==> config.mk <==
export PLATFORM = sky130hd
export DESIGN_NAME = mldsa_decompose_hint_unit_top
export DESIGN_NICKNAME = d
export VERILOG_FILES = /design/src/hw/rtl/mdhu_pkg.sv /design/src/hw/rtl/mdhu_divider.sv /design/src/hw/rtl/mldsa_decompose_hint_unit_top.sv
export SDC_FILE = /design/constraint.sdc
export NUM_CORES = 2
export LEC_CHECK = 0
export ABC_AREA = 0
export BUFFER_PORTS_ARGS = -buffer_cell sky130_fd_sc_hd__buf_4
export CORE_MARGIN = 3
export CORE_UTILIZATION = 25
export CTS_CLUSTER_DIAMETER = 80
export DETAILED_ROUTE_END_ITERATION = 10
export PLACE_DENSITY = 0.35
export SLEW_MARGIN = 20
export SYNTH_ARGS = -nofsm -noshare
export SYNTH_HDL_FRONTEND = slang
export SYNTH_HIERARCHICAL = 1
export SYNTH_SLANG_ARGS = --single-unit
==> constraint.sdc <==
create_clock -name i_clk -period 12.1 [get_ports i_clk]
set_clock_uncertainty 0.05 [all_clocks]
set_input_delay 1.21 -clock i_clk [delete_from_list [all_inputs] [get_ports i_clk]]
set_output_delay 1.21 -clock i_clk [all_outputs]
set_load 0.03 [all_outputs]
==> src/hw/rtl/mdhu_pkg.sv <==
// shared constants, op codes and widths of the ml-dsa rounding unit
package mdhu_pkg;

    localparam int unsigned QMOD = 8380417;

    localparam int unsigned OP_W    = 2;
    localparam int unsigned COEFF_W = 24;
    localparam int unsigned GAMMA_W = 18;
    localparam int unsigned HIGH_W  = 10;
    localparam int unsigned LOW_W   = 19;

    localparam logic [GAMMA_W-1:0] GAMMA2_RESET = 18'd261888;

    // power2round split
    localparam int unsigned P2R_D    = 13;
    localparam int unsigned P2R_HALF = 1 << (P2R_D - 1);

    // pipelined divider: reduced coefficient over 2*gamma2
    localparam int unsigned DIV_W          = 23;
    localparam int unsigned DVS_W          = GAMMA_W + 1;
    localparam int unsigned BITS_PER_STAGE = 3;
    localparam int unsigned DIV_STAGES     = (DIV_W + BITS_PER_STAGE - 1) / BITS_PER_STAGE;

    // transfer in to result strobe: input reg, divider, fix-up, result, output reg
    localparam int unsigned PIPE_LAT = DIV_STAGES + 5;

    typedef logic [OP_W-1:0] t_op;

    localparam t_op OP_P2R     = 2'd0;
    localparam t_op OP_DECOMP  = 2'd1;
    localparam t_op OP_MKHINT  = 2'd2;
    localparam t_op OP_USEHINT = 2'd3;

endpackage

==> src/hw/rtl/mdhu_divider.sv <==
// pipelined restoring divider, BITS_PER_STAGE (3) quotient bits per stage
module mdhu_divider (
    input  logic                         i_clk,
    input  logic [mdhu_pkg::DIV_W-1:0]   i_dividend,
    input  logic [mdhu_pkg::DVS_W-1:0]   i_divisor,
    output logic [mdhu_pkg::DIV_W-1:0]   o_quotient,
    output logic [mdhu_pkg::DVS_W-1:0]   o_remainder
);

    localparam int unsigned DW = mdhu_pkg::DIV_W;
    localparam int unsigned VW = mdhu_pkg::DVS_W;
    localparam int unsigned NS = mdhu_pkg::DIV_STAGES;
    localparam int unsigned BS = mdhu_pkg::BITS_PER_STAGE;

    // upper part partial remainder, lower part dividend bits turning into quotient bits
    typedef logic [VW+DW-1:0] t_divw;

    function automatic t_divw div_step(input t_divw w, input logic [VW-1:0] d);
        logic [VW:0]   t;
        logic [DW-1:0] rest;
        t    = {w[VW+DW-1:DW], w[DW-1]};
        rest = {w[DW-2:0], 1'b0};
        if (t >= {1'b0, d}) begin
            t       = t - {1'b0, d};
            rest[0] = 1'b1;
        end
        return {t[VW-1:0], rest};
    endfunction

    t_divw r_w [NS+1];

    always_ff @(posedge i_clk) begin
        r_w[0] <= {{VW{1'b0}}, i_dividend};
    end

    for (genvar s = 0; s < NS; s++) begin : g_stage
        t_divw n_w;

        always_comb begin
            n_w = r_w[s];
            for (int k = 0; k < BS; k++) begin
                if (s * BS + k < DW) begin
                    n_w = div_step(n_w, i_divisor);
                end
            end
        end

        always_ff @(posedge i_clk) begin
            r_w[s+1] <= n_w;
        end
    end

    assign o_quotient  = r_w[NS][DW-1:0];
    assign o_remainder = r_w[NS][VW+DW-1:DW];

endmodule

==> src/hw/rtl/mldsa_decompose_hint_unit_top.sv <==
// ml-dsa rounding unit top: power2round, decompose, makehint, usehint
//
//  channel   strobe         payload                               dir
//  -------   ------------   -----------------------------------   ---
//  command   start / busy   i_op i_coeff i_addend i_hint_in       in
//  result    o_valid        o_high_part o_low_part o_hint_out     out
//  config    i_cfg_we       i_cfg_wdata (gamma2)                  in
//
// one command per cycle while busy is low; each result passes the input register, the
// divider by 2*gamma2 (3 quotient bits per stage), the fix-up, result and output registers.
// busy is high only for the first cycle after reset; the result side cannot
// stall, so nothing in the pipeline ever holds. reset clears valid bits and
// returns gamma2 to 261888.
module mldsa_decompose_hint_unit_top (
    input  logic                                 i_clk,
    input  logic                                 i_rst_n,
    input  logic                                 start,
    output logic                                 busy,
    input  mdhu_pkg::t_op                        i_op,
    input  logic signed [mdhu_pkg::COEFF_W-1:0]  i_coeff,
    input  logic signed [mdhu_pkg::COEFF_W-1:0]  i_addend,
    input  logic                                 i_hint_in,
    input  logic                                 i_cfg_we,
    input  logic [mdhu_pkg::GAMMA_W-1:0]         i_cfg_wdata,
    output logic                                 o_valid,
    output logic [mdhu_pkg::HIGH_W-1:0]          o_high_part,
    output logic signed [mdhu_pkg::LOW_W-1:0]    o_low_part,
    output logic                                 o_hint_out
);

    localparam int unsigned NS = mdhu_pkg::DIV_STAGES;
    localparam logic signed [26:0] QS = 27'(mdhu_pkg::QMOD);

    typedef struct packed {
        mdhu_pkg::t_op                    op;
        logic                             hint;
        logic [22:0]                      a;
        logic [22:0]                      s;
        logic [mdhu_pkg::HIGH_W-1:0]      p2r_hi;
        logic signed [mdhu_pkg::LOW_W-1:0] p2r_lo;
    } t_side;

    typedef struct packed {
        logic [22:0]        hi;
        logic signed [19:0] lo;
    } t_split;

    // bring any value in [-3q, 3q) into [0, q)
    function automatic logic [22:0] reduce_q(input logic signed [25:0] v);
        logic signed [26:0] cand;
        logic [22:0]        res;
        res = '0;
        for (int k = 0; k < 6; k++) begin
            cand = 27'(v) + 27'(k - 2) * QS;
            if (cand >= 0 && cand < QS) begin
                res = cand[22:0];
            end
        end
        return res;
    endfunction

    // center the remainder and handle the q-1 corner
    function automatic t_split split_fix(input logic [22:0] dvd, input logic [22:0] quo,
                                         input logic [18:0] rem, input logic [17:0] g);
        t_split             res;
        logic [18:0]        two;
        logic signed [19:0] r0;
        logic [22:0]        a1;
        logic [24:0]        base;
        two = {g, 1'b0};
        if (rem > {1'b0, g}) begin
            r0 = $signed({1'b0, rem}) - $signed({1'b0, two});
            a1 = quo + 23'd1;
        end else begin
            r0 = $signed({1'b0, rem});
            a1 = quo;
        end
        base = {2'b00, dvd} - 25'(r0);
        if (base == 25'(mdhu_pkg::QMOD - 1)) begin
            res.hi = '0;
            res.lo = r0 - 20'sd1;
        end else begin
            res.hi = a1;
            res.lo = r0;
        end
        return res;
    endfunction

    // input register and config
    logic                              r_busy;
    logic                              r_in_vld;
    mdhu_pkg::t_op                     r_in_op;
    logic signed [23:0]                r_in_coeff;
    logic signed [23:0]                r_in_addend;
    logic                              r_in_hint;
    logic [mdhu_pkg::GAMMA_W-1:0]      r_gamma2;

    always_ff @(posedge i_clk) begin
        if (!i_rst_n) begin
            r_busy   <= 1'b1;
            r_in_vld <= 1'b0;
            r_gamma2 <= mdhu_pkg::GAMMA2_RESET;
        end else begin
            r_busy   <= 1'b0;
            r_in_vld <= start && !r_busy;
            if (i_cfg_we) begin
                r_gamma2 <= i_cfg_wdata;
            end
        end
    end

    always_ff @(posedge i_clk) begin
        r_in_op     <= i_op;
        r_in_coeff  <= i_coeff;
        r_in_addend <= i_addend;
        r_in_hint   <= i_hint_in;
    end

    assign busy = r_busy;

    // reduction and power2round
    logic signed [25:0]           sum_cz;
    logic [22:0]                  n_a;
    logic [22:0]                  n_s;
    logic [12:0]                  p2r_t;
    t_side                        n_side;
    logic [22:0]                  dvd_b;
    logic [mdhu_pkg::DVS_W-1:0]   divisor;

    always_comb begin
        sum_cz = $signed({{2{r_in_coeff[23]}}, r_in_coeff})
               + $signed({{2{r_in_addend[23]}}, r_in_addend});
        n_a    = reduce_q($signed({{2{r_in_coeff[23]}}, r_in_coeff}));
        n_s    = reduce_q(sum_cz);
        p2r_t  = n_a[12:0];

        n_side.op   = r_in_op;
        n_side.hint = r_in_hint;
        n_side.a    = n_a;
        n_side.s    = n_s;
        if (p2r_t > 13'(mdhu_pkg::P2R_HALF)) begin
            n_side.p2r_lo = 19'(p2r_t) - 19'(1 << mdhu_pkg::P2R_D);
            n_side.p2r_hi = n_a[22:13] + 10'd1;
        end else begin
            n_side.p2r_lo = 19'(p2r_t);
            n_side.p2r_hi = n_a[22:13];
        end

        // second lane gives m = (q-1)/(2*gamma2) for usehint
        dvd_b   = (r_in_op == mdhu_pkg::OP_USEHINT) ? 23'(mdhu_pkg::QMOD - 1) : n_s;
        divisor = {r_gamma2, 1'b0};
    end

    logic [22:0]                quo_a;
    logic [22:0]                quo_b;
    logic [mdhu_pkg::DVS_W-1:0] rem_a;
    logic [mdhu_pkg::DVS_W-1:0] rem_b;

    mdhu_divider u_div_a (
        .i_clk       (i_clk),
        .i_dividend  (n_a),
        .i_divisor   (divisor),
        .o_quotient  (quo_a),
        .o_remainder (rem_a)
    );

    mdhu_divider u_div_b (
        .i_clk       (i_clk),
        .i_dividend  (dvd_b),
        .i_divisor   (divisor),
        .o_quotient  (quo_b),
        .o_remainder (rem_b)
    );

    // side data delayed alongside the dividers
    t_side       r_sd [NS+1];
    logic [NS:0] r_sv;

    always_ff @(posedge i_clk) begin
        if (!i_rst_n) begin
            r_sv <= '0;
        end else begin
            r_sv <= {r_sv[NS-1:0], r_in_vld};
        end
    end

    always_ff @(posedge i_clk) begin
        r_sd[0] <= n_side;
        for (int i = 0; i < NS; i++) begin
            r_sd[i+1] <= r_sd[i];
        end
    end

    // fix-up stage
    t_split                            sp_a;
    t_split                            sp_b;
    logic                              r_f_vld;
    mdhu_pkg::t_op                     r_f_op;
    logic                              r_f_hint;
    logic                              r_f_gzero;
    logic [22:0]                       r_f_hi_a;
    logic signed [19:0]                r_f_lo_a;
    logic [22:0]                       r_f_hi_b;
    logic [22:0]                       r_f_m;
    logic [mdhu_pkg::HIGH_W-1:0]       r_f_p2r_hi;
    logic signed [mdhu_pkg::LOW_W-1:0] r_f_p2r_lo;

    always_comb begin
        sp_a = split_fix(r_sd[NS].a, quo_a, rem_a, r_gamma2);
        sp_b = split_fix(r_sd[NS].s, quo_b, rem_b, r_gamma2);
    end

    always_ff @(posedge i_clk) begin
        if (!i_rst_n) begin
            r_f_vld <= 1'b0;
        end else begin
            r_f_vld <= r_sv[NS];
        end
    end

    always_ff @(posedge i_clk) begin
        r_f_op     <= r_sd[NS].op;
        r_f_hint   <= r_sd[NS].hint;
        r_f_gzero  <= (r_gamma2 == '0);
        r_f_hi_a   <= sp_a.hi;
        r_f_lo_a   <= sp_a.lo;
        r_f_hi_b   <= sp_b.hi;
        r_f_m      <= quo_b;
        r_f_p2r_hi <= r_sd[NS].p2r_hi;
        r_f_p2r_lo <= r_sd[NS].p2r_lo;
    end

    // result stage
    logic [23:0]                       n_r_hi;
    logic signed [mdhu_pkg::LOW_W-1:0] n_r_lo;
    logic                              n_r_hint;
    logic                              n_r_mod;
    logic [23:0]                       step_v;
    logic [23:0]                       m_ext;
    logic                              r_r_vld;
    logic [23:0]                       r_r_hi;
    logic signed [mdhu_pkg::LOW_W-1:0] r_r_lo;
    logic                              r_r_hint;
    logic                              r_r_mod;
    logic [23:0]                       r_r_m;

    always_comb begin
        n_r_hi   = '0;
        n_r_lo   = '0;
        n_r_hint = 1'b0;
        n_r_mod  = 1'b0;
        m_ext    = {1'b0, r_f_m};
        step_v   = '0;
        case (r_f_op)
            mdhu_pkg::OP_P2R: begin
                n_r_hi = 24'(r_f_p2r_hi);
                n_r_lo = r_f_p2r_lo;
            end
            mdhu_pkg::OP_DECOMP: begin
                if (!r_f_gzero) begin
                    n_r_hi = {1'b0, r_f_hi_a};
                    n_r_lo = r_f_lo_a[mdhu_pkg::LOW_W-1:0];
                end
            end
            mdhu_pkg::OP_MKHINT: begin
                n_r_hint = !r_f_gzero && (r_f_hi_a != r_f_hi_b);
            end
            mdhu_pkg::OP_USEHINT: begin
                if (!r_f_gzero) begin
                    if (!r_f_hint) begin
                        n_r_hi = {1'b0, r_f_hi_a};
                    end else begin
                        // step toward the sign of the low part, wrap mod m over two stages
                        if (r_f_lo_a > 20'sd0) begin
                            step_v = {1'b0, r_f_hi_a} + 24'd1;
                        end else begin
                            step_v = {1'b0, r_f_hi_a} + m_ext - 24'd1;
                        end
                        n_r_hi  = (step_v >= m_ext) ? step_v - m_ext : step_v;
                        n_r_mod = 1'b1;
                    end
                end
            end
            default: begin
                n_r_hi = '0;
            end
        endcase
    end

    always_ff @(posedge i_clk) begin
        if (!i_rst_n) begin
            r_r_vld <= 1'b0;
        end else begin
            r_r_vld <= r_f_vld;
        end
    end

    always_ff @(posedge i_clk) begin
        r_r_hi   <= n_r_hi;
        r_r_lo   <= n_r_lo;
        r_r_hint <= n_r_hint;
        r_r_mod  <= n_r_mod;
        r_r_m    <= m_ext;
    end

    // output register
    logic [23:0]                       n_o_hi;
    logic                              r_o_vld;
    logic [mdhu_pkg::HIGH_W-1:0]       r_o_hi;
    logic signed [mdhu_pkg::LOW_W-1:0] r_o_lo;
    logic                              r_o_hint;

    assign n_o_hi = (r_r_mod && r_r_hi >= r_r_m) ? r_r_hi - r_r_m : r_r_hi;

    always_ff @(posedge i_clk) begin
        if (!i_rst_n) begin
            r_o_vld <= 1'b0;
        end else begin
            r_o_vld <= r_r_vld;
        end
    end

    always_ff @(posedge i_clk) begin
        r_o_hi   <= n_o_hi[mdhu_pkg::HIGH_W-1:0];
        r_o_lo   <= r_r_lo;
        r_o_hint <= r_r_hint;
    end

    assign o_valid     = r_o_vld;
    assign o_high_part = r_o_hi;
    assign o_low_part  = r_o_lo;
    assign o_hint_out  = r_o_hint;

endmodule

==> flow_summary.yaml <==
run_status:
  status: "completed"
critical_path:
  cp_data_required_time_ns: 12.83
  setup.worst_path.end_class: "flop"
  critical_path_class: "reg -> reg"
  cp_top_family: "compound AO/OA/AOI/OAI gates"
  worst-path-buf-inv: 5
  critPathLaunchType: "flop"
  crit_fanout: 24
  crit_arrival_ns: 11.83
  cpMaxStageDelayCell: "a2111oi_0"
  slowest_delay_ns: 0.81
cts:
  cts_buffer_depth: 4
  cts_sinks: 1566
  htree_levels: 4
  ctsHoldBuffers: 0
  cts_buffers: 198
  cts.repair.resized: 0
  clk_pin_slew_ns: 0.06
  clk_latency_ns: 0.91
  cts_tree: "yes"
  post_cts_buffers: 0
  cts_root_buf: "clkbuf_16"
timing:
  clock.fmax_mhz: 90.1
  hold_slack_ns: 0.226
  worst_pin_slew_ns: 1.05
  tns_ns: 0
  post-route-period-util_pct: 91.7
  fin_ws_ns: 0.999
  setup-violations-final: 0
  finalMaxSlewViolations: 0
  finalHoldViolCount: 0
  rsz0062_at_grt: "false"
  post-route-min-period_ns: 11.10
  slew_headroom_pct: 29.7
synth:
  synth_top_family_by_area: "compound AO/OA/AOI/OAI gates"
  synth.area.top_cells: "dfxtp_1 (31%), ha_1 (14%), xnor2_1 (4.9%)"
  netlist_area_sq_um: 100000
  syn_avg_cell_area_sq_um: 8.79
  syn_inst: 11400
  yosys.area_share.simple_pct: 15.5
  ys_types: 131
  yosysSeqAreaShare_pct: 31.3
  synth_xor_area_share_pct: 7.85
  synth.top_cell.area_share_pct: 31.3
  async_flop_share_pct: 0
  synthFlopType: "dfxtp_1"
  synth_compound_area_share_pct: 20.6
  ys_ff_latch: 1566
  synthMuxAreaShare_pct: 5.89
  synthAdderAreaFrac_pct: 14.7
  synth_enable_flop_cells: 0
  ys_warn_count: 6
  synth_area_leader_cell: "dfxtp_1"
die:
  rows: 231
  pin_count: 105
  die_w_microns: 639
  initial_core_util_pct: 25.2
  die_height_microns: 639
  fp.coreArea_sq_um: 398000
  die-area_sq_um: 409000
pwr:
  switching_share_pct: 41.2
  p_leak_nw: 49.6
  finalPower_mw: 25.8
  p_int_mw: 15.2
  switchingPower_mw: 10.6
  p_seq_share_pct: 26.6
  combinationalPowerShare_pct: 49.7
  power_density_nw_per_um2: 225
  p_clk_share_pct: 23.7
  ir_drop_v: 0.000132
placed_design:
  dp_worst_setup_slack_ns: 1.13
  hpwl_mm: 291
  portBuffers: 104
  placed_area_sq_um: 108000
  place_congestion: 0.867
routing:
  drt_wl_total_mm: 364
  drt_iter0_drc: 5257
  via_count: 84200
  firstDrtPassIters: 6
  drc: 0
  drtAntennaViolNets: 0
  via_per_inst: 4.95
  wl_per_cell_microns: 21.4
finish:
  nets: 12800
  num-fill-cells: 42100
  final_area_sq_um: 114000
  area_growth_pct: 14.1
  drive_gt1_share_pct: 10.0
grt:
  grt_util_all_layers_pct: 17.1
  grt_pass1_vias: 82400
  grt_pass1_wl_mm: 535
  grt_max_degree: 49
  overflow: 0
  antenna_found_initial: 35
min_path:
  hold_class: "reg -> reg"
run:
  cap_viol_max_count: 0
==> flip-flops by register name, summed over array words and instances (netlist names), 23 cells and up <==
name and count:
r_r_m 23, r_f_m 23, r_in_addend 24, r_r_hi 24, r_sd 549, r_in_coeff 24, u_div_a/r_w 359, u_div_b/r_w 359
r_f_hi_a 23, r_f_hi_b 23
==> final cells by class <==
class / count / area [sq um] / share of cell area [%]
Inverter: 638 / 2400 / 2.09
Tap cell: 5242 / 6560 / 5.73
Timing Repair Buffer: 308 / 2310 / 2.02
Multi-Input combinational cell: 8884 / 65000 / 56.8
Clock buffer: 245 / 5360 / 4.68
Sequential cell: 1566 / 31400 / 27.4
Antenna cell: 12 / 30.0 / 0.0262
Clock inverter: 115 / 1470 / 1.28
==> cells in the final DEF (no fill, tap or decap), types with 75 or more instances in the layout <==
cell type | Yosys | final
and2_1 | 77 | 77
nand2b_1 | 143 | 143
inv_1 | 620 | 615
o21ai_0 | 640 | 638
a21oi_1 | 844 | 843
o31ai_1 | 75 | 75
buf_4 | 94 | 308
xor2_1 | 334 | 334
o21bai_1 | 97 | 97
mux2_2 | 284 | 284
o21a_1 | 150 | 150
a211oi_1 | 108 | 107
clkbuf_16 | 0 | 198
nand2_1 | 793 | 793
nor3_1 | 232 | 231
a21o_1 | 329 | 329
nor4_1 | 79 | 77
nor2_1 | 751 | 749
dfxtp_1 | 1566 | 1565
and3_1 | 90 | 90
nand4_1 | 202 | 202
nor2b_1 | 163 | 163
xnor2_1 | 557 | 556
a31oi_1 | 97 | 96
mux2i_1 | 177 | 177
ha_1 | 1097 | 1097
nand3_1 | 277 | 277
==> per-layer routing <==
metal | GRT usage (%) | up-vias | wire length, microns
met1 | 24.7 | 40100 | 182000
met5 | 0 | - | 0
met3 | 1.44 | 454 | 13200
met2 | 26.8 | 1798 | 157000
li1 | - | 41800 | -
met4 | 5.50 | 0 | 12300
==> synthesized netlist by cell type (all sizes together), types with 26 or more instances <==
| cell type | number |
|---|---|
| a31oi | 98 |
| nor2 | 752 |
| and2 | 83 |
| a2111oi | 36 |
| dfxtp | 1566 |
| o41ai | 27 |
| a221oi | 31 |
| nand3 | 279 |
| o21a | 151 |
| a21oi | 845 |
| a22oi | 33 |
| o22ai | 26 |
| a211oi | 119 |
| and4 | 34 |
| fa | 50 |
| nand2b | 143 |
| buf | 183 |
| and3 | 91 |
| or2 | 75 |
| nor2b | 163 |
| o221ai | 56 |
| mux2 | 357 |
| a31o | 29 |
| nor4 | 87 |
| or3 | 71 |
| or4 | 29 |
| nand2 | 797 |
| a21o | 329 |
| nor3 | 234 |
| o21bai | 97 |
| a211o | 47 |
| xor2 | 336 |
| xnor2 | 559 |
| ha | 1097 |
| a21boi | 72 |
| o2111ai | 37 |
| mux2i | 178 |
| clkbuf | 184 |
| o21ai | 678 |
| a221o | 26 |
| inv | 633 |
| o31ai | 78 |
| o31a | 33 |
| nand4 | 203 |
| o211ai | 76 |
==> per-stage QoR <==
stage | cells | utilization (%)
2_1_floorplan | 11500 | -
5_1_grt | 17000 | 28.8
3_5_place_dp | 16600 | 27.1
4_1_cts | 17000 | 28.8
3_3_place_gp | 16600 | 27.1
6_report | 17000 | 28.8
==> worst paths after layout <==
kind,from,end,slack [ns],cells past startpoint
max,r_gamma2[16],u_div_b/r_w[0][60],1.0,30
min,r_sd[0][378],r_sd[0][456],0.23,0
max reg2reg,r_gamma2[16],u_div_b/r_w[0][60],1.0,30
min reg2reg,r_sd[0][378],r_sd[0][456],0.23,0
==> power groups by stage <==
stage | Clock [mW] | Combinational (mW) | Sequential [mW]
2_1_floorplan | 0 | 9.79 | 6.55
3_3_place_gp | 0 | 12.7 | 6.98
3_5_place_dp | 0 | 12.7 | 6.96
4_1_cts | 6.36 | 12.8 | 6.86
5_1_grt | 6.52 | 14.3 | 6.94
6_report | 6.11 | 12.8 | 6.84
==> cell families (layout without fill, tap and decap cells) <==
kind of cell | count (synthesis) | in the layout
simple gates | 3132 | 3132
compound gates | 3129 | 3129
flops | 1566 | 1566
fa+ha+maj | 1147 | 1147
buf+inv | 1005 | 1306
xor+xnor | 895 | 895
mux | 535 | 535
other cells | 1 | 58
No activity file was read; power rests on OpenSTA's default activity.
